`src/sv/ldr_div_pipe.sv`:
```
`timescale 1ns / 1ps
// pipelined restoring divider, one quotient bit per register stage, with sideband
// no dependencies

module ldr_div_pipe #(
	parameter int DIVISOR_W = 12,
	parameter int QUOT_W    = 19,
	parameter int SIDE_W    = 2
) (
	input  logic                 clk,
	input  logic                 arst_n,
	input  logic                 en,
	input  logic                 in_valid,
	input  logic [DIVISOR_W-1:0] rem_in,
	input  logic [QUOT_W-1:0]    low_in,
	input  logic [DIVISOR_W-1:0] divisor_in,
	input  logic [SIDE_W-1:0]    side_in,
	output logic                 out_valid,
	output logic [QUOT_W-1:0]    quotient,
	output logic [SIDE_W-1:0]    side_out
);

	logic                 v_s    [QUOT_W];
	logic [DIVISOR_W-1:0] rem_s  [QUOT_W];
	logic [QUOT_W-1:0]    low_s  [QUOT_W];
	logic [DIVISOR_W-1:0] dvs_s  [QUOT_W];
	logic [SIDE_W-1:0]    side_s [QUOT_W];

	for (genvar j = 0; j < QUOT_W; j++) begin : g_step
		logic                 v_prev;
		logic [DIVISOR_W-1:0] rem_prev;
		logic [QUOT_W-1:0]    low_prev;
		logic [DIVISOR_W-1:0] dvs_prev;
		logic [SIDE_W-1:0]    side_prev;
		logic [DIVISOR_W:0]   trial;
		logic                 fit;

		if (j == 0) begin : g_first
			assign v_prev    = in_valid;
			assign rem_prev  = rem_in;
			assign low_prev  = low_in;
			assign dvs_prev  = divisor_in;
			assign side_prev = side_in;
		end else begin : g_next
			assign v_prev    = v_s[j-1];
			assign rem_prev  = rem_s[j-1];
			assign low_prev  = low_s[j-1];
			assign dvs_prev  = dvs_s[j-1];
			assign side_prev = side_s[j-1];
		end

		// shift in the next dividend bit, subtract when it fits
		assign trial = {rem_prev, low_prev[QUOT_W-1]};
		assign fit   = trial >= {1'b0, dvs_prev};

		always_ff @(posedge clk or negedge arst_n) begin
			if (!arst_n) begin
				v_s[j] <= 1'b0;
			end else if (en) begin
				v_s[j] <= v_prev;
			end
		end

		always_ff @(posedge clk) begin
			if (en) begin
				rem_s[j]  <= fit ? DIVISOR_W'(trial - {1'b0, dvs_prev})
				                 : trial[DIVISOR_W-1:0];
				low_s[j]  <= {low_prev[QUOT_W-2:0], fit};
				dvs_s[j]  <= dvs_prev;
				side_s[j] <= side_prev;
			end
		end
	end

	assign out_valid = v_s[QUOT_W-1];
	assign quotient  = low_s[QUOT_W-1];
	assign side_out  = side_s[QUOT_W-1];

endmodule

```
`config.mk`:
```
export PLATFORM = sky130hd
export DESIGN_NAME = ldr_div_pipe
export DESIGN_NICKNAME = d
export VERILOG_FILES = /design/src/sv/ldr_div_pipe.sv
export SDC_FILE = /design/constraint.sdc
export NUM_CORES = 1
export LEC_CHECK = 0
export BUFFER_PORTS_ARGS = -buffer_cell sky130_fd_sc_hd__buf_2
export CAP_MARGIN = 20
export CORE_MARGIN = 2
export CORE_UTILIZATION = 68
export CTS_CLUSTER_DIAMETER = 50
export DETAILED_ROUTE_END_ITERATION = 16
export PLACE_DENSITY = 0.85
export SETUP_SLACK_MARGIN = 0.3
export SLEW_MARGIN = 15
export SYNTH_ARGS = -nofsm -noshare
export SYNTH_HDL_FRONTEND = slang
export SYNTH_SLANG_ARGS = --single-unit
```
`constraint.sdc`:
```
create_clock -name clk -period 8.4 [get_ports clk]
set_input_delay 2.1 -clock clk [delete_from_list [all_inputs] [get_ports clk]]
set_output_delay 2.1 -clock clk [all_outputs]
set_load 0.02 [all_outputs]
```
# == Yosys cells after proc, flatten, opt, wreduce, memory -nomap -nowiden ==
# Memories as Yosys holds them, arrays and structs flattened.
# Index checks and enable logic that the tools add are counted.
# word_totals
mem_bits_rw,855
wordCells,82
input_bits,49
regBits,19
memories,4
# op_classes
addsub,19
magnitude_cmp,19
mux,21
# memory_table
memory,words,word_bits,read_ports,rd_ports_with_merged_regs,write_ports,line_no,text
low_s,19,19,19,0,19,25,logic [QUOT_W-1:0] low_s [QUOT_W];
dvs_s,19,12,18,0,19,26,logic [DIVISOR_W-1:0] dvs_s [QUOT_W];
rem_s,19,12,18,0,19,24,logic [DIVISOR_W-1:0] rem_s [QUOT_W];
side_s,19,2,19,0,19,27,logic [SIDE_W-1:0] side_s [QUOT_W];
# ops
op,n
$ge A13 B12 Y1,19
$mux W12,19
$sub A12 B12 Y12,19
$mux W1,2

# == Longest topological paths before layout ==
# logic_depth
ltp_word,2
mapped_depth,10

# == Least setup slack after synthesis ==
# OpenSTA, ideal clock, no wires.
# synth_path
path_type,input to register
startpoint,in divisor_in[2]
endpoint,mem rem_s[0][10] (data pin)
path_slack_ps,4038
setup_ps,260
arrival_ps,4103
n_path_buf,1
required_time_ps,8140
stages,10
cell_sequence,inv_1 > ha_1 > o21a_1 > o31a_1 > o21ai_0 > and2_1 > o21a_1 > o31ai_1 > buf_4 > mux2_2
# synth_rtl
element,line_no,text
from (decl),16,"input logic [DIVISOR_W-1:0] divisor_in,"
to (decl),24,

==> metrics.txt <==
# IOs=a little over 70; Crit Path Max Fanout=13; Power Total=around 15 mW; CTS Buf Count=~90; min-delay worst type=reg -> reg; top cell type's share of synthesized area=between 60% and 70%; sequential area share after synthesis=65.6%; CTS H-tree depth=3; outcome=completed; core area=0.0564 sq mm; Hold Buf Count CTS=0; post-DP HPWL=~43000 um; share of layout cells above drive strength 1=15.2%; Fmax=~0.23 GHz; Min Clock Period, post-route=4.26 ns; # DRC=0; commonest cells in the netlist=edfxtp_1 (831), inv_1 (294), ha_1 (228); final instance area=0.0432 sq mm; cell area after synthesis=between 0.03 and 0.04 sq mm; Reg area=roughly 0.025 sq mm; dpl ws=3.26 ns; # resized after CTS=0; clock transition at the registers of the reported paths=around 0.060 ns; post-CTS setup repair buffer count=0; Final Hold Fails=0; Main synth FF type=edfxtp_1; GR Overflow Total=0; crit path capture type=register; FILL cells=between 3000 and 4000; clock latency at the later pin of the worst-skew pair=approximately 0.64 ns; Synth Net Count=2948; initial antenna violation count=0; Mapped Cells=about 2700; Crit Path Class=in -> reg; Min Hold Slack=slightly above 0.4 ns; max-cap viol count=0; WP data arrival=approximately 4.7 ns; Routed WL=about 66000 um; most frequent cell after synthesis=edfxtp_1; largest net degree at the start of global routing=between 150 and 200; synth top area cells=edfxtp_1 (64%), ha_1 (7.4%), mux2_2 (5.1%); Root Driver=clkbuf_16; clk buf depth=3; Die X=around 240 um; Post-Syn Area per Cell=between 10 and 15 sq um; DR iter-0 viols=between 1500 and 2000; CTS tree=done; Yosys top cell by area=edfxtp_1; Initial Util=68.8%; asr flop ratio synth=under 10%; diodes inserted=0; GPL Wtd Cong=about 0.9; die area=a little under 0.06 sq mm; fin nets=between 3000 and 4000; Pwr Density=around 350 mW/mm^2; total track usage=22.5%; type of origin of the critical path=input port; Distinct cells, synth=57; vias in the first global route=21750; DIE HEIGHT=roughly 240 um; P&R area growth vs syn=11.4%; RSZ-0062 raised after global routing=no; Req. time, crit path=between 8 and 9 ns; Worst slew margin=32.1%; worst slew pin tran=around 1.0 ns; EDFF count, synth=between 800 and 900; dpl cell area=~0.04 sq mm; P_leak=17.2 nW; Final Setup Violations=0; setup TNS=0 ns; max-slew violation count=0; Setup WS post-layout=between 4 and 5 ns; wire per inst=approximately 18 um; num rows=slightly below 90; Period Utilization, post-route=~50%; drt pass-1 iters=8; vias per inst=5.97; Port Buf Inserts=70; register bit total from synthesis=850; Sink Count=850; vias=around 22000; first-pass GRT wire length=approximately 110000 um; peak supply drop=about 0.23 mV; Synth Warn #=0; area of the multi-input gates=about 0.012 sq mm; Post-DRT Antenna Nets=0; clk_skew=0.0200 ns
-- power breakdown --
group	switching (mW)	internal (mW)
clock	1.61	2.30
combinational	2.71	2.47
sequential	0.394	5.80
total	4.72	10.6
-- worst max-delay path, cell delays in order --
cell and delay [ns]:
buf_2 0.11, ha_1 0.34, a21o_1 0.20, a21o_1 0.20
a21oi_1 0.24, nor2_1 0.07, a2111oi_0 0.68, o31ai_4 0.36
mux2_2 0.36
-- cell type report --
cell class              count  area share [%]
clock inverters            60            1.49
repair buffers             86            1.24
clock buffers             105            5.37
multi-input cells        1482            28.3
flip-flops and latches    850            58.9
well taps                 756            2.19
inverters                 294            2.56
-- kinds of logic after synthesis --
group                    share of synthesized area, %
adder cells (fa/ha/maj)                          8.29
flip-flops                                       65.6
buffers and inverters                            3.24
AND/OR/NAND/NOR                                  5.14
multiplexers                                     6.15
XOR/XNOR                                         3.21
AO/OA/AOI/OAI                                    8.39
-- state kept, by name, indices dropped and copies added, names as in the netlist --
| register | flops |
|---|---|
| rem_s | 216 |
| side_s | 38 |
| g_step.v_prev | 18 |
| low_s | 361 |
| dvs_s | 216 |
| out_valid | 1 |
-- per-stage QoR --
stage / cells / util [%]
detailed placement: 3467 / 71.2
finish: 3633 / 76.6
global route: 3633 / 76.6
CTS: 3632 / 76.5
global placement: 3462 / 71.1
floorplan: 2653 / -
-- cells in the final DEF, fill, tap and decap left out, types with 11 or more instances in the layout --
cell type / instances
nand2_1: 64
nor2b_1: 42
or3_1: 14
clkbuf_16: 90
buf_4: 11
o21a_1: 34
o31a_1: 20
o311ai_0: 15
clkinv_1: 15
xnor2_1: 73
nand3_1: 61
ha_1: 228
mux2_2: 174
fa_1: 18
buf_2: 69
o21ai_0: 94
a31oi_1: 19
clkbuf_1: 14
xor2_1: 69
and3_1: 24
a21o_1: 86
edfxtp_1: 831
dfrtp_1: 19
nand2b_1: 31
nor2_1: 94
a21oi_1: 136
or2_2: 12
nor3_1: 20
mux2i_1: 32
clkinv_2: 17
inv_1: 294
a2111oi_0: 18
o41a_1: 15
nor4_1: 12
-- routing by layer --
layer	up-vias	wire length (um)	global-route usage (%)
li1	10250	-	-
met1	10579	28300	30.4
met2	716	32400	37.7
met3	160	3630	3.63
met4	0	1740	7.27
met5	-	0	0
-- path summary, 6_finish.rpt --
path / start / endpoint / slack, ns / depth (start not counted)
hold reg to reg: low_s[11][8] / low_s[12][9] / 0.41 / 0
min in group asynchronous: arst_n / out_valid / 1.39 / 1
max in group asynchronous: arst_n / g_step[10].v_prev / 6.71 / 1
setup / recovery: rem_in[5] / rem_s[0][2] / 4.14 / 9
hold / removal: low_s[11][8] / low_s[12][9] / 0.41 / 0
setup reg to reg: dvs_s[8][1] / rem_s[9][11] / 4.99 / 9
Power figures use the tool's default switching activity.
