[src/sv/ldr_pkg.sv]
`timescale 1ns / 1ps
// shared widths, breakpoint table and payload types for the ldr illuminance converter
// no dependencies

package ldr_pkg;

	localparam int SAMPLE_W   = 12;
	localparam int FS_W       = 13;
	localparam int LUX_W      = 16;
	localparam int FRAC_BITS  = 6;
	localparam int RATIO_W    = FS_W + FRAC_BITS;
	localparam int Q_W        = 16;
	localparam int NUM_W      = 2 * Q_W;
	localparam int ADC_LEVELS = 4096;
	localparam int TABLE_WORDS = 28;
	localparam int NPTS       = TABLE_WORDS / 2;
	localparam int IDX_W      = $clog2(NPTS);

	localparam logic [LUX_W-1:0] LUX_MAX = 16'hFFFF;

	// breakpoints: x is the 10.6 resistance ratio, y is 10.6 lux
	localparam logic [Q_W-1:0] CURVE_X [NPTS] = '{
		16'd0, 16'd21, 16'd64, 16'd106, 16'd192, 16'd448, 16'd960,
		16'd1984, 16'd4032, 16'd8128, 16'd16320, 16'd32704, 16'd65472, 16'd65535
	};
	localparam logic [LUX_W-1:0] CURVE_Y [NPTS] = '{
		16'd0, 16'd3, 16'd13, 16'd26, 16'd60, 16'd202, 16'd599,
		16'd1689, 16'd4652, 16'd12665, 16'd34285, 16'd65535, 16'd65535, 16'd65535
	};

	typedef enum logic [1:0] {
		KIND_CALC   = 2'd0,
		KIND_BRIGHT = 2'd1,
		KIND_DARK   = 2'd2
	} kind_t;

	// result that bypasses the interpolation divider
	typedef struct packed {
		logic             fixed;
		logic [LUX_W-1:0] value;
	} side_t;

endpackage

[src/sv/ldr_seg_lookup.sv]
`timescale 1ns / 1ps
// segment search and interpolation numerator, four register stages
// depends on ldr_pkg

module ldr_seg_lookup import ldr_pkg::*; (
	input  logic             clk,
	input  logic             arst_n,
	input  logic             en,
	input  logic             in_valid,
	input  logic [RATIO_W-1:0] ratio,
	input  kind_t            kind,
	output logic             out_valid,
	output logic [Q_W-1:0]   rem_hi,
	output logic [Q_W-1:0]   num_lo,
	output logic [Q_W-1:0]   span,
	output side_t            side
);

	// stage 1: saturate ratio, find segment
	logic [Q_W-1:0]   q_sat;
	logic [IDX_W-1:0] k_sel;

	logic             v_s1;
	logic [Q_W-1:0]   q_s1;
	logic [IDX_W-1:0] k_s1;
	kind_t            kind_s1;

	assign q_sat = (|ratio[RATIO_W-1:Q_W]) ? {Q_W{1'b1}} : ratio[Q_W-1:0];

	always_comb begin
		k_sel = IDX_W'(NPTS - 1);
		for (int j = NPTS - 1; j >= 1; j--) begin
			if (q_sat <= CURVE_X[j]) begin
				k_sel = IDX_W'(j);
			end
		end
	end

	// stage 2: clamp into segment, form weights
	logic [Q_W-1:0]   x0, x1, qc;
	logic [LUX_W-1:0] y0, y1;
	logic [IDX_W-1:0] k_lo;
	side_t            side_c;

	logic             v_s2;
	logic [Q_W-1:0]   d0_s2, d1_s2, span_s2;
	logic [LUX_W-1:0] y0_s2, y1_s2;
	side_t            side_s2;

	assign k_lo = k_s1 - IDX_W'(1);
	assign x0   = CURVE_X[k_lo];
	assign y0   = CURVE_Y[k_lo];
	assign x1   = CURVE_X[k_s1];
	assign y1   = CURVE_Y[k_s1];
	assign qc   = (q_s1 < x0) ? x0 : ((q_s1 > x1) ? x1 : q_s1);

	always_comb begin
		side_c = '{fixed: 1'b0, value: '0};
		unique case (kind_s1)
			KIND_BRIGHT: side_c = '{fixed: 1'b1, value: LUX_MAX};
			KIND_DARK:   side_c = '{fixed: 1'b1, value: '0};
			default: begin
				// zero-width segment gives the lower y
				if (x1 <= x0) begin
					side_c = '{fixed: 1'b1, value: y0};
				end
			end
		endcase
	end

	// stage 3: products
	logic             v_s3;
	logic [NUM_W-1:0] p0_s3, p1_s3;
	logic [Q_W-1:0]   span_s3;
	side_t            side_s3;

	// stage 4: sum, divider operands
	logic [NUM_W-1:0] num_sum;
	logic             v_s4;
	logic [Q_W-1:0]   rem_s4, low_s4, span_s4;
	side_t            side_s4;

	assign num_sum = NUM_W'({1'b0, p0_s3} + {1'b0, p1_s3});

	always_ff @(posedge clk or negedge arst_n) begin
		if (!arst_n) begin
			v_s1 <= 1'b0;
			v_s2 <= 1'b0;
			v_s3 <= 1'b0;
			v_s4 <= 1'b0;
		end else if (en) begin
			v_s1 <= in_valid;
			v_s2 <= v_s1;
			v_s3 <= v_s2;
			v_s4 <= v_s3;
		end
	end

	always_ff @(posedge clk) begin
		if (en) begin
			q_s1    <= q_sat;
			k_s1    <= k_sel;
			kind_s1 <= kind;

			d0_s2   <= qc - x0;
			d1_s2   <= x1 - qc;
			span_s2 <= x1 - x0;
			y0_s2   <= y0;
			y1_s2   <= y1;
			side_s2 <= side_c;

			p0_s3   <= NUM_W'(y0_s2) * NUM_W'(d1_s2);
			p1_s3   <= NUM_W'(y1_s2) * NUM_W'(d0_s2);
			span_s3 <= span_s2;
			side_s3 <= side_s2;

			// bypassed items get a harmless divide by one
			if (side_s3.fixed) begin
				rem_s4  <= '0;
				low_s4  <= '0;
				span_s4 <= Q_W'(1);
			end else begin
				rem_s4  <= num_sum[NUM_W-1:Q_W];
				low_s4  <= num_sum[Q_W-1:0];
				span_s4 <= span_s3;
			end
			side_s4 <= side_s3;
		end
	end

	assign out_valid = v_s4;
	assign rem_hi    = rem_s4;
	assign num_lo    = low_s4;
	assign span      = span_s4;
	assign side      = side_s4;

endmodule

[config.mk]
export PLATFORM = sky130hd
export DESIGN_NAME = ldr_seg_lookup
export DESIGN_NICKNAME = d
export VERILOG_FILES = /design/src/sv/ldr_pkg.sv /design/src/sv/ldr_seg_lookup.sv
export SDC_FILE = /design/constraint.sdc
export NUM_CORES = 2
export LEC_CHECK = 0
export BUFFER_PORTS_ARGS = -buffer_cell sky130_fd_sc_hd__buf_2
export CAP_MARGIN = 20
export CORE_ASPECT_RATIO = 0.75
export CORE_MARGIN = 2
export CORE_UTILIZATION = 50
export CTS_BUF_LIST = sky130_fd_sc_hd__clkbuf_4 sky130_fd_sc_hd__clkbuf_8
export DETAILED_ROUTE_END_ITERATION = 10
export PLACE_DENSITY = 0.69
export SYNTH_ARGS = -nofsm -noshare
export SYNTH_HDL_FRONTEND = slang
export SYNTH_SLANG_ARGS = --single-unit
[constraint.sdc]
create_clock -name clk -period 7 [get_ports clk]
set_clock_uncertainty 0.2 [all_clocks]
set_input_delay 0.7 -clock clk [delete_from_list [all_inputs] [get_ports clk]]
set_output_delay 0.7 -clock clk [all_outputs]
set_load 0.03 [all_outputs]
# == Word-level counts from Yosys, hierarchy flattened ==
# Memory sizes are Yosys's and may differ from the RTL's. A register that Yosys moved wholly into a read port is not among the register bits.
# Index checks and enable logic that the tools add are counted.
# W data, S select, Z words.
# totals
n_memories,4
word_cells,82
ff_bits,269
mem_bits_ro,1024
inputBits,25
# memory_table
memory,words,word_bits,rd,rd_clocked_by_memory_dff,wr,line_no,text
(name not given),16,16,1,1,0,ldr_seg_lookup.sv:54,assign y1 = CURVE_Y[k_s1];
(name not given),16,16,1,0,0,ldr_seg_lookup.sv:53,assign x1 = CURVE_X[k_s1];
(name not given),16,16,1,0,0,ldr_seg_lookup.sv:52,assign y0 = CURVE_Y[k_lo];
(name not given),16,16,1,0,0,ldr_seg_lookup.sv:51,assign x0 = CURVE_X[k_lo];
# classes
mux,22
magnitude_cmp,17
mul,2
n_bitwise,2
n_eq_ne,2
reduce_logical,3
addsub,5
# op_table
cell,count
$mux W16,9
$mul A16 B16 Y32,2
$sub A16 B16 Y16,3
$pmux W17 S2,1
$add A32 B32 Y32,1
$le A16 B7 Y1 const B,2
$mux W17,1
$gt A16 B16 Y1,1
$le A16 B10 Y1 const B,1
$le A16 B11 Y1 const B,1
$le A16 B12 Y1 const B,1
$le A16 B13 Y1 const B,1
$le A16 B14 Y1 const B,1
$le A16 B15 Y1 const B,1
$le A16 B16 Y1,1
$le A16 B16 Y1 const B,1
$le A16 B5 Y1 const B,1
$le A16 B8 Y1 const B,1
$le A16 B9 Y1 const B,1
$lt A16 B16 Y1,1
$mux W3,5
$mux W4,3
$ge A5 B5 Y1 const B,2
$not A4 Y5,2
7 further kinds,9

# == Logic depth before layout (Yosys ltp) ==
# depth
depth_word,14
ltp_mapped,29
mapped_depth_nobuf,26

# == Worst setup path before layout ==
# OpenSTA, ideal clock, no wires.
# synth_path
kind,reg-to-reg
from,register y0_s2[8]
to,register p0_s3[30] (data pin)
path_slack_ps,371
setup_time_ps,258
stages_incl_launch_ff,22
required_ps,6542
arrival_ps,6171
path_buffers,1
path_cell_list,edfxtp_1 clkbuf_1 nand2_1 fa_1 inv_1 fa_1 fa_1 fa_1 fa_1 inv_1 fa_1 inv_1 ha_1 inv_1 nor2_1 o21a_4 a311o_1 a221oi_2 nor3_1 or4_1 a21oi_2 xnor2_1
# synth_via
elab_chain_cells,1
# synth_rtl
item,line_no,text
start: declaration,ldr_seg_lookup.sv:47,"logic [LUX_W-1:0] y0_s2, y1_s2;"
start signal: assignment,ldr_seg_lookup.sv:108,y0_s2 <= y0;
$mul A16 B16 Y32,ldr_seg_lookup.sv:112,p0_s3 <= NUM_W'(y0_s2) * NUM_W'(d1_s2);
end signal: assignment,ldr_seg_lookup.sv:112,
end: declaration,ldr_seg_lookup.sv:73,"logic [NUM_W-1:0] p0_s3, p1_s3;"
# Every way passes these cells.
# A chain may end at the register's enable or synchronous reset.

# == Final worst setup path ==
# layout_path
from,register y0_s2[14]
to,register p0_s3[30] (data pin)
# The elaborated chain is that of the path after synthesis.

==> results.md <==
- YS warnings: 0
- Worst slack, placed: 0.133 ns
- 1st-iter DRT viols: 1863
- Post-Syn Nets: 3820
- Post-layout util: 0.557
- Fillers: 5351
- Total track usage: 0.257
- Worst skew pair latency: 0.65 ns
- WP data required: 7.18 ns
- Io pins: 91
- ANT nets after route: 0
- Worst hold path type: input pin to flip-flop
- TritonCTS clock tree: yes
- Critical setup path kind: flip-flop to flip-flop
- Fmax: 148 MHz
- FF-to-FF setup slack: 0.27 ns
- Netlist cell types: 78
- Gp weighted congestion: 0.947
- Status: completed
- EDFF count, synth: 276
- Synth area leader: edfxtp_1
- Via Count: 22.6k
- Worst Hold Endpoint: v_s1
- Clock-pin slew on the worst setup and hold paths: 0.06 ns
- Worst rel slew slack: 0.360
- Register bit count reported by yosys: 280
- Post-synthesis mux area share: 0.00656
- Cells after Synth: 3074
- Clock Path Buffers: 3
- Number of global-route vias before repair: 23.1k
- Measured slew at the worst slew-check pin: 0.936 ns
- Slew Viols, Final: 0
- Clock root buffer: clkbuf_8
- Crit share post-route: 0.962
- Drt pass-1 iters: 6
- CP Max Fanout: 6
- Final hold vios: 0
- FF-to-FF Start: y0_s2[14]
- Crit start category: flip-flop
- Synth area leaders: edfxtp_1 (27%), fa_1 (25%), ha_1 (13%)
- WL/cell: 19.7 um
- Antenna violations before repair: 1
- Async S/R FF share, synth: 0.0143
- Post-layout instance area: 34400 um^2
- Overall routed net length: 81.2 mm
- Cell count of the worst hold path: 2
- Layout net count: 4022
- Largest net degree at the start of global routing: 153
- Commonest cells in the netlist: inv_1 (535), fa_1 (392), ha_1 (329)
- Placed cell area: 33100 um^2
- Unrepaired setup endpoints after global routing: yes
- Die width: 292 um
- # port buffers: 90
- Share of layout cells above drive strength 1: 0.108
- Initial Util: 0.504
- WP data arrival: 6.92 ns
- Area growth syn-to-layout: 10.7%
- Global-route wire length before repair: 128 mm
- Top-area cell type share of the netlist area: 0.266
- Placeable Area: 61800 um^2
- Ys flop type: edfxtp_1
- Synth Area in Adders: 0.385
- Area of the die: 64300 um^2
- XOR/XNOR Fraction of Synth Area: 0.0298
- Inserted Diodes: 0
- Final min period: 6.73 ns
- Floorplan row count: 79
- FF+latch area: 8390 um^2
- # DRC: 0
- Worst reg2reg path depth: 22
- Seq/Total Area, Yosys: 0.270
- Complex-gate fraction of the synthesized area: 0.0877
- Final Setup Violations: 0
- Cts bufs inserted: 46
- DR vias/cell: 5.48
- Synth Area in Simple Gates: 0.145
- Reg-to-Reg End: p0_s3[30]
- Synthesized area: 31100 um^2
- Setup WS post-layout: 0.266 ns
- Syn_area_per_cell: 10.1 um^2
- Max-Cap Viols: 0
- CP startpoint: y0_s2[14]
- Global route overflow: 0
- H-tree levels: 2
- CTS sink cnt: 280
- HPWL Detailed: 66.3 mm
- Hold_sp: in_valid
- Largest family of logic cells by synthesized area: adder cells
- Count leader, synth: inv_1
- Die height: 220 um
- Area occupied by multi-input gates: 20400 um^2
- Hold Slack: 0.0834 ns
- Critical path endpoint category: flip-flop
state kept, by name, indices dropped and copies added (netlist names):
register	count
d0_s2	16
d1_s2	16
k_s1	4
kind_s1	2
num_lo	16
out_valid	1
p0_s3	32
p1_s3	32
q_s1	16
rem_hi	16
side	16
side_s2	16
side_s3	16
span	16
span_s2	16
span_s3	16
v_s1	1
v_s2	1
v_s3	1
y0_s2	15
y1_s2	15
per-layer routing:
layer / up-vias / GRT usage / wire (um)
li1: 10436 / - / -
met1: 11153 / 0.361 / 36600
met2: 849 / 0.404 / 35700
met3: 140 / 0.0590 / 6920
met4: 2 / 0.0622 / 1880
met5: - / 0 / 8
cell type report:
cell class,instances,share of cell area
well taps,810,0.0294
repair buffers,245,0.0482
flip-flops and latches,280,0.244
inverters,536,0.0584
clock buffers,58,0.0210
clock inverters,21,0.00690
multi-input cells,2167,0.592
logic make-up (layout without fill, tap and decap cells):
group	count (synthesis)	after routing
AO/OA/AOI/OAI	418	418
XOR/XNOR	106	106
flip-flops	280	280
multiplexers	19	19
adder cells (fa/ha/maj)	722	722
AND/OR/NAND/NOR	902	902
buffers and inverters	627	860
through the flow:
| stage | TNS, ns | instances |
|---|---|---|
| 5_1_grt | -0.0344 | 4117 |
| 2_1_floorplan | 0 | 3074 |
| 6_report | 0 | 4117 |
| 3_5_place_dp | 0 | 4000 |
| 4_1_cts | 0 | 4081 |
| 3_3_place_gp | 0 | 4000 |
cell usage in the layout, fill, tap and decap left out, types with 7 or more instances in the layout:
| cell type | n |
|---|---|
| a211o_1 | 7 |
| a211oi_1 | 7 |
| a21boi_0 | 8 |
| a21o_1 | 68 |
| a21oi_1 | 112 |
| a31oi_1 | 17 |
| and2_1 | 255 |
| and3_1 | 12 |
| buf_2 | 89 |
| buf_4 | 148 |
| clkbuf_4 | 12 |
| clkbuf_8 | 46 |
| clkinv_1 | 10 |
| edfxtp_1 | 276 |
| fa_1 | 392 |
| ha_1 | 328 |
| inv_1 | 535 |
| mux2_2 | 11 |
| mux2i_1 | 8 |
| nand2_1 | 309 |
| nand2b_1 | 34 |
| nand3_1 | 25 |
| nand4_1 | 19 |
| nor2_1 | 126 |
| nor2b_1 | 33 |
| nor3_1 | 39 |
| o211ai_1 | 12 |
| o21a_1 | 27 |
| o21ai_0 | 89 |
| or2_2 | 12 |
| or3_1 | 11 |
| xnor2_1 | 73 |
| xor2_1 | 33 |
worst max path at each step:
stage	end	slack, ns
floorplan	p0_s3[30]	0.37
global placement	p0_s3[30]	0.17
detailed placement	p0_s3[30]	0.13
CTS	p0_s3[30]	0.1
global route	p1_s3[31]	-0.02
finish	p0_s3[30]	0.27
worst max-delay path: stages (launching register included):
cell	delay, ns
edfxtp_1	0.38
buf_4	0.18
and2_1	0.18
fa_1	0.48
inv_1	0.05
fa_1	0.51
fa_1	0.51
inv_1	0.05
fa_1	0.47
fa_1	0.56
inv_1	0.06
fa_1	0.57
inv_1	0.06
ha_1	0.33
a21oi_2	0.12
nor2_1	0.06
o21a_4	0.18
a311o_1	0.35
a221oi_4	0.35
nor3_2	0.08
or4_4	0.52
a21oi_2	0.16
xnor2_1	0.07
what timing repair did:
action	4_1_cts	5_1_grt
hold endpoints to repair	5	1
gates resized for setup	0	10
buffers inserted	0	34
hold buffers	2	1
endpoints found under the setup margin	0	5
Power is left out: the tool's default activity adds up to more than one toggle a clock period on the data nets, which glitch-free logic cannot reach.
