[config.mk]
export PLATFORM = sky130hd
export DESIGN_NAME = ldr_out_skid
export DESIGN_NICKNAME = d
export VERILOG_FILES = /design/src/sv/ldr_pkg.sv /design/src/sv/ldr_out_skid.sv
export SDC_FILE = /design/constraint.sdc
export NUM_CORES = 1
export LEC_CHECK = 0
export BUFFER_PORTS_ARGS = -buffer_cell sky130_fd_sc_hd__buf_4
export CORE_MARGIN = 2
export CORE_UTILIZATION = 51
export CTS_CLUSTER_SIZE = 16
export DETAILED_ROUTE_END_ITERATION = 8
export PLACE_DENSITY = 0.75
export REMOVE_ABC_BUFFERS = 1
export SLEW_MARGIN = 25
export SYNTH_ARGS = -nofsm -noshare
export SYNTH_HDL_FRONTEND = slang
export SYNTH_SLANG_ARGS = --single-unit
[constraint.sdc]
create_clock -name clk -period 3.25 [get_ports clk]
set_input_delay 0.1625 -clock clk [delete_from_list [all_inputs] [get_ports clk]]
set_output_delay 0.1625 -clock clk [all_outputs]
set_load 0.02 [all_outputs]
[src/sv/ldr_pkg.sv]
`timescale 1ns / 1ps
// shared widths, breakpoint table and payload types for the ldr illuminance converter
// no dependencies

package ldr_pkg;

	localparam int SAMPLE_W   = 12;
	localparam int FS_W       = 13;
	localparam int LUX_W      = 16;
	localparam int FRAC_BITS  = 6;
	localparam int RATIO_W    = FS_W + FRAC_BITS;
	localparam int Q_W        = 16;
	localparam int NUM_W      = 2 * Q_W;
	localparam int ADC_LEVELS = 4096;
	localparam int TABLE_WORDS = 28;
	localparam int NPTS       = TABLE_WORDS / 2;
	localparam int IDX_W      = $clog2(NPTS);

	localparam logic [LUX_W-1:0] LUX_MAX = 16'hFFFF;

	// breakpoints: x is the 10.6 resistance ratio, y is 10.6 lux
	localparam logic [Q_W-1:0] CURVE_X [NPTS] = '{
		16'd0, 16'd21, 16'd64, 16'd106, 16'd192, 16'd448, 16'd960,
		16'd1984, 16'd4032, 16'd8128, 16'd16320, 16'd32704, 16'd65472, 16'd65535
	};
	localparam logic [LUX_W-1:0] CURVE_Y [NPTS] = '{
		16'd0, 16'd3, 16'd13, 16'd26, 16'd60, 16'd202, 16'd599,
		16'd1689, 16'd4652, 16'd12665, 16'd34285, 16'd65535, 16'd65535, 16'd65535
	};

	typedef enum logic [1:0] {
		KIND_CALC   = 2'd0,
		KIND_BRIGHT = 2'd1,
		KIND_DARK   = 2'd2
	} kind_t;

	// result that bypasses the interpolation divider
	typedef struct packed {
		logic             fixed;
		logic [LUX_W-1:0] value;
	} side_t;

endpackage

[src/sv/ldr_out_skid.sv]
`timescale 1ns / 1ps
// two-entry output buffer that decouples the pipeline from the result consumer
// depends on ldr_pkg

module ldr_out_skid import ldr_pkg::*; (
	input  logic             clk,
	input  logic             arst_n,
	input  logic             push,
	input  logic [LUX_W-1:0] push_data,
	output logic             has_space,
	output logic             out_valid,
	input  logic             out_ready,
	output logic [LUX_W-1:0] out_data
);

	logic [1:0]       cnt_q;
	logic [LUX_W-1:0] head_q, tail_q;
	logic             pop;

	assign pop       = (cnt_q != 2'd0) && out_ready;
	assign has_space = cnt_q != 2'd2;
	assign out_valid = cnt_q != 2'd0;
	assign out_data  = head_q;

	always_ff @(posedge clk or negedge arst_n) begin
		if (!arst_n) begin
			cnt_q <= 2'd0;
		end else begin
			unique case ({push, pop})
				2'b10:   cnt_q <= cnt_q + 2'd1;
				2'b01:   cnt_q <= cnt_q - 2'd1;
				default: cnt_q <= cnt_q;
			endcase
		end
	end

	always_ff @(posedge clk) begin
		unique case ({push, pop})
			2'b10: begin
				if (cnt_q == 2'd0) begin
					head_q <= push_data;
				end else begin
					tail_q <= push_data;
				end
			end
			2'b01: head_q <= tail_q;
			2'b11: begin
				if (cnt_q == 2'd1) begin
					head_q <= push_data;
				end else begin
					head_q <= tail_q;
					tail_q <= push_data;
				end
			end
			default: ;
		endcase
	end

endmodule

### Word level (Yosys, flattened, before mapping)

Cells that the tools add are included.

* bits of input ports: 20
* output and inout bits: 18
* register bits after elaboration: 34
* logic and storage cells: 28

* add/subtract/negate cells: 2
* reductions and logical operators: 8
* eq/ne operators: 8
* muxes and demuxes: 7

Operators with widths (number)
* $mux W16: 4
* $pmux W16 S3: 1
* $pmux W16 S2: 1
* $ne A2 B2 Y1 const B: 4
* $reduce_bool A2 Y1: 3
* $eq A2 B1 Y1 const B: 2
* $eq A2 B2 Y1 const B: 2
* $pmux W2 S2: 1
* $reduce_and A3 Y1: 1
* $reduce_bool A3 Y1: 1
* $add A2 B1 Y2 const B: 1
* $logic_not A2 Y1: 1
* $reduce_and A2 Y1: 1
* $sub A2 B1 Y2 const B: 1
* $logic_and A1 B1 Y1: 1

### Longest topological paths before layout

Gate-level depths: netlist of the first run.

* depth after elaboration: 5
* gate-level depth with buffers: 8
* mapped depth without buffers: 7

### Least setup slack after synthesis of the first run

No wires, ideal clock.

* kind: reg-to-reg
* start point: register cnt_q[0]
* end point: register tail_q[0] (enable)
* buffers on the path: 1
* library setup time: 0.394 ns
* arrival time: 2.108 ns
* cell stages (with the launch flop): 8
* period minus slack after synthesis: 2.502 ns
* slack: 0.748 ns
* data required time: 2.856 ns
* path through: dfrtp_1 inv_1 ha_1 nor2b_1 ha_1 buf_4 mux2i_1 a21oi_1

* cells in the longest elaborated chain, start to end: 5
* elaborated cells on any way between the ends: 10
* classes of those cells: eq/ne (5); reduce/logical (5)

RTL lines
* start: declaration: RTL line ldr_out_skid.sv:16 `logic [1:0] cnt_q;`
* start signal: assignment: RTL line ldr_out_skid.sv:30 `2'b10: cnt_q <= cnt_q + 2'd1;`
* start signal: assignment: RTL line ldr_out_skid.sv:31 `2'b01: cnt_q <= cnt_q - 2'd1;`
* start signal: assignment: RTL line ldr_out_skid.sv:32 `default: cnt_q <= cnt_q;`
* $reduce_bool A2 Y1: RTL line ldr_out_skid.sv:20 `assign pop = (cnt_q != 2'd0) && out_ready;`
* $logic_and A1 B1 Y1: RTL line ldr_out_skid.sv:20
* $eq A2 B2 Y1: RTL line ldr_out_skid.sv:38 `unique case ({push, pop})`
* $ne A2 B2 Y1 (no line) or $reduce_bool A2 Y1 (tied branches)
* $reduce_and A3 Y1 (no line) (*)
* end signal: assignment: RTL line ldr_out_skid.sv:43 `tail_q <= push_data;`
* end signal: assignment: RTL line ldr_out_skid.sv:52 `tail_q <= push_data;`
* end: declaration: RTL line ldr_out_skid.sv:17 `logic [LUX_W-1:0] head_q, tail_q;`

Mark *: on every way between the ends. The rest lies on a longest branch, timed or not.
A chain may end at the register's enable or synchronous reset.

### Worst setup path in the final report of the first run

* start point: register cnt_q[0]
* end point: register tail_q[2] (enable)

Same word-level chain as after synthesis.

==> reports/metrics.yaml, run 1 <==
drive_gt1_share_pct: 39.2
end_kind: "flop"
synth.most_common_cell: "edfxtp_1"
path_clk_slew_ns: 0.11
nets: 157
synth_cell_types: 17
cts_resized: 0
slew_violations: 0
max_freq_mhz: 401
worst_pin_slew_ns: 0.458
r2r_cells: 7
initial_core_util_pct: 52.4
ys.flop_type: "edfxtp_1"
tns_ns: 0
setup_viol: 0
ios: 38
drt-initial-drc-count: 31
cts_made_buffers: 5
antenna_found_initial: 0
rrSetupSlack_ns: 0.76
netlist_area_mm2: 0.00142
fin_ws_ns: 0.756
regToRegEndpoint: "tail_q[2]$_DFFE_PP_"
overflow: 0
p_per_area_mw_per_mm2: 878
diodes: 0
power_frac_clock_pct: 13.7
die-width_um: 56.8
synth_edf_count: 32
finalCriticalPeriod_ns: 2.49
slowest_stage: "ha_1"
path_buf_inv: 2
cts_tree: "done"
worstPathArrival_ns: 2.52
synth.top_cell.area_share_pct: 67.6
ir_worst_vdd_mv: 0.620
clock_skew_ns: 0.0108
rows: 19
rsz0062_at_grt: "no"
worstHoldStart: "push_data[15]"
synth_area_leaders: "edfxtp_1 (68%), a22o_1 (9.9%), ha_1 (7.0%)"
cpPeakStageDelay_ns: 0.44
relSlewSlack_pct: 69.5
cts-root-buf: "clkbuf_4"
p_leak_uw: 0.000741
cp_max_fo: 12
hp-class: "in2reg"
grt_pass1_vias: 888
design.core.area_mm2: 0.00271
place_ws_ns: 0.744
gp_congestion: 0.775
p_sw_share_pct: 35.2
grt_max_degree: 17
vias: 859
post-cts-setup-buffers: 0
switchingPower_uw: 558
dp_hpwl_um: 1810
hold_end: "tail_q[15]$_DFFE_PP_"
dp.cells: 152
seqPwrFrac_pct: 46.4
syn_area_per_cell_um2: 17.1
clock-sinks: 34
synth_commonest_cells: "edfxtp_1 (32), a22o_1 (16), ha_1 (8)"
die_area_mm2: 0.00323
yosysTopAreaCell: "edfxtp_1"
status: "finished clean"
synth_warnings: 0
p_int_uw: 1030
detail-route-antenna-nets: 0
reg2reg_from: "cnt_q[0]$_DFFE_PN0P_"
drc: 0
syn_inst: 83
drv_cap: 0
via_per_inst: 5.34
period_share_pct: 76.7
fillers: 216
grt.total_usage_pct: 16.9
clock_latency_ns: 0.32
die_h_um: 56.8
path_cells: "inv_1 > ha_1 > nor2b_1 > ha_1 > mux2i_1 > a21oi_1 > buf_4"
synth_seq_cells: 34
wirelength_um: 2450
wl_per_cell_um: 15.2
grt_pass1_wl_um: 4030
critPathKind: "reg2reg"
hold_viol: 0
postSynth.asyncResetShare_pct: 5.88
instances_no_fill: 161
port_buffers: 37
power_uw: 1590
synth-seq-area-share_pct: 71.1
holdPathStages: 1
drt-pass1-iter-count: 4
worst_ep_required_time_ns: 3.28
htreeDepth: 2
comb_power_share_pct: 39.9
crit_path_frequent_cell: "ha_1"
clockBufferDepth: 2
crit_family: "adder cells"
area.growth.synth_to_final_pct: 27.0
startpoint_type: "flop"
-- cells in the final DEF (no fill, tap or decap), types with 2 or more instances in the layout --
master    Yosys  routed
nand2_1       3       3
inv_1         7       7
buf_4         1      39
dfrtp_1       2       2
o21ai_2       2       2
a22o_1       16      16
edfxtp_1     32      32
o21ai_4       3       3
ha_1          8       8
clkbuf_4      0       5
-- cell type report --
class	count	area, um2	share of cell area [%]
multi-input combinational	40	373	20.7
tap	31	38.8	2.15
timing repair buffer	40	303	16.8
clock inverter	2	8.76	0.485
sequential	34	1010	56.0
clock buffer	6	41.3	2.29
inverter	8	30.0	1.66
-- registers in the layout (all words and copies together), names as in the netlist --
| register | flops |
|---|---|
| out_data | 16 |
| cnt_q | 2 |
| tail_q | 16 |
-- per-stage QoR --
| step | utilization, % | hold WS, ns | cell area [um2] |
|---|---|---|---|
| 6_report | 66.6 | 0.0219 | 1810 |
| 5_1_grt | 66.6 | 0.00269 | 1810 |
| 4_1_cts | 66.6 | 0.0138 | 1810 |
| 3_5_place_dp | 64.4 | -0.0506 | 1750 |
| 3_3_place_gp | 64.4 | -0.0554 | 1750 |
| 2_1_floorplan | - | -0.133 | 1410 |
-- worst max-delay path by stage --
stage                               from             endpoint  slack [ns]  cells after the start
floorplan           cnt_q[0]$_DFFE_PN0P_  tail_q[0]$_DFFE_PP_        0.65                      6
detailed placement  cnt_q[0]$_DFFE_PN0P_  tail_q[5]$_DFFE_PP_        0.74                      7
CTS                 cnt_q[0]$_DFFE_PN0P_  tail_q[5]$_DFFE_PP_        0.73                      7
global placement    cnt_q[0]$_DFFE_PN0P_  tail_q[1]$_DFFE_PP_        0.89                      7
global route        cnt_q[0]$_DFFE_PN0P_  tail_q[2]$_DFFE_PP_        0.47                      7
finish              cnt_q[0]$_DFFE_PN0P_  tail_q[2]$_DFFE_PP_        0.76                      7
-- layer usage --
layer | part of all wire (%) | global-route usage, % | wire length, um | vias to the layer above
li1 | - | - | - | 410
met1 | 40 | 19.9 | 989 | 414
met2 | 52 | 29.2 | 1260 | 30
met3 | 6.6 | 5.30 | 161 | 5
met4 | 1.5 | 5.98 | 36 | 0
met5 | 0 | 0 | 0 | -
-- logic make-up after synthesis --
group | Yosys count | synth area share, %
DFF | 34 | 71.1
AOI/OAI and AO/OA | 26 | 16.6
buffers and inverters | 9 | 2.64
adders and majority gates | 8 | 7.04
and+or+nand+nor | 4 | 1.23
xor gates and xnor gates | 1 | 0.616
muxes | 1 | 0.704
-- power groups by stage --
stage / clock (uW) / sequential (uW) / combinational [uW]
after CTS: 221 / 739 / 640
after floorplan: 0 / 853 / 285
after global routing: 239 / 751 / 685
after detailed placement: 0 / 748 / 638
final: 217 / 736 / 633
after global placement: 0 / 738 / 622
-- worst reg2reg max path: stages (launching register included) --
cell and delay, ns:
dfrtp_1 0.42, inv_1 0.08, ha_1 0.21, nor2b_1 0.24, ha_1 0.44, mux2i_1 0.13, a21oi_1 0.39, buf_4 0.30
-- repair_timing --
item / in CTS / in global routing
hold buffers: 1 / 0
endpoints found under the hold margin: 2 / 0
endpoints found under the setup margin: 0 / 0
Note: power is estimated with default switching activity, not from simulation.
==> run 2: changes to the inputs <==
==> constraint.sdc (replaced) <==
create_clock -name clk -period 2.5 [get_ports clk]
set_input_delay 0.125 -clock clk [delete_from_list [all_inputs] [get_ports clk]]
set_output_delay 0.125 -clock clk [all_outputs]
set_load 0.02 [all_outputs]
==> reports/metrics.yaml, run 2 (synthesized netlist as in run 1, its figures left out) <==
p_leak_uw: 0.000813
rsz0062_at_grt: "no"
grt_max_degree: 17
overflow: 0
comb_power_share_pct: 41.0
wl_per_cell_um: 15.5
die_h_um: 56.8
vias: 922
drc: 0
hp-class: "in2async"
cp_max_fo: 12
nets: 174
antenna_found_initial: 0
worst_pin_slew_ns: 0.391
grt_pass1_vias: 928
placed_cell_area_mm2: 0.00175
clock_skew_ns: 0.00581
status: "finished clean"
worstPathArrival_ns: 2.29
p_int_uw: 1360
max_freq_mhz: 443
clock-sinks: 34
hold_viol: 0
initial_core_util_pct: 52.4
period_share_pct: 90.3
slew_violations: 0
port_buffers: 37
p_sw_share_pct: 35.0
seqPwrFrac_pct: 45.7
worst_ep_required_time_ns: 2.54
drive_gt1_share_pct: 35.4
drt-initial-drc-count: 11
switchingPower_uw: 735
power_frac_clock_pct: 13.3
finalCriticalPeriod_ns: 2.26
drt-pass1-iter-count: 4
grt.total_usage_pct: 18.6
layout_common_cells: "buf_4 (40), edfxtp_1 (32), dlygate4sd3_1 (17), a22o_1 (16), ha_1 (8)"
clock_latency_ns: 0.33
dp_hpwl_um: 1830
end_kind: "flop"
cts_tree: "done"
startpoint_type: "flop"
die-width_um: 56.8
area.growth.synth_to_final_pct: 38.8
wirelength_um: 2750
via_per_inst: 5.18
rows: 19
drv_cap: 0
cts_hold_buf: 17
path_clk_slew_ns: 0.09
design.core.area_mm2: 0.00271
diodes: 0
power_uw: 2100
htreeDepth: 2
ios: 38
p_per_area_mw_per_mm2: 1060
critPathKind: "reg2reg"
mostFrequentLayoutCell: "buf_4"
ir_worst_vdd_mv: 0.865
fin_area_mm2: 0.00197
cts-root-buf: "clkbuf_4"
die_area_mm2: 0.00323
setup_viol: 0
post-cts-setup-buffers: 0
detail-route-antenna-nets: 0
relSlewSlack_pct: 74.0
clockBufferDepth: 2
grt_pass1_wl_um: 4330
cts_made_buffers: 5
gp_congestion: 0.737
cts_resized: 0
[run 2: cell count changes in the layout (fill, tap and decap cells not counted), sizes merged]
cell,previous run,this run
buf,39,40
dlygate4sd3,1,17
[run 2: worst max-delay path, cell delays in order, from the launching register on]
cell and delay, ns:
dfrtp_1 0.42, inv_1 0.08, ha_1 0.21, nor2b_1 0.25, ha_1 0.45, mux2i_1 0.13
a21oi_1 0.18, buf_4 0.24
[run 2: per-layer routing]
metal  vias up  track usage (%)  wire (um)
met4         0             6.98         49
met2        34             29.9       1370
met3         5             6.22        126
met5         -                0          0
li1        445                -          -
met1       438             23.3       1210
[run 2: final timing paths]
| check | start | endpoint | slack (ns) | cells past startpoint |
|---|---|---|---|---|
| max in group asynchronous | arst_n | cnt_q[0]$_DFFE_PN0P_ | 2.32 | 2 |
| setup reg to reg | cnt_q[0]$_DFFE_PN0P_ | tail_q[8]$_DFFE_PP_ | 0.24 | 7 |
| min in group clk | push | cnt_q[1]$_DFFE_PN0P_ | 0.36 | 4 |
| setup / recovery | cnt_q[0]$_DFFE_PN0P_ | tail_q[8]$_DFFE_PP_ | 0.24 | 7 |
| hold reg to reg | cnt_q[1]$_DFFE_PN0P_ | cnt_q[1]$_DFFE_PN0P_ | 0.52 | 2 |
| hold / removal | arst_n | cnt_q[1]$_DFFE_PN0P_ | 0.1 | 2 |
[run 2: layout make-up]
class,instances,area [um2]
clock inverters,2,8.76
inverters,8,30.0
flip-flops and latches,34,1010
repair buffers,57,470
well taps,31,38.8
multi-input cells,40,373
fillers,189,737
clock buffers,6,41.3
[run 2: stage by stage]
stage / std cells / hold WS (ns) / setup TNS, ns / setup slack, ns / util, %
floorplan: 82 / -0.171 / -1.62 / -0.101 / -
global placement: 153 / -0.0925 / 0 / 0.394 / 64.7
detailed placement: 153 / -0.0912 / 0 / 0.272 / 64.7
CTS: 178 / 0.0853 / 0 / 0.246 / 72.8
global route: 178 / 0.0842 / 0 / 0.0323 / 72.8
finish: 178 / 0.0977 / 0 / 0.243 / 72.8
[run 2: power groups by stage]
stage                     logic, uW  registers, uW  clock network, uW
after CTS                       868            960                288
final                           859            958                279
after floorplan                 371           1110                  0
after global routing            923            979                318
after global placement          822            961                  0
after detailed placement        845            972                  0
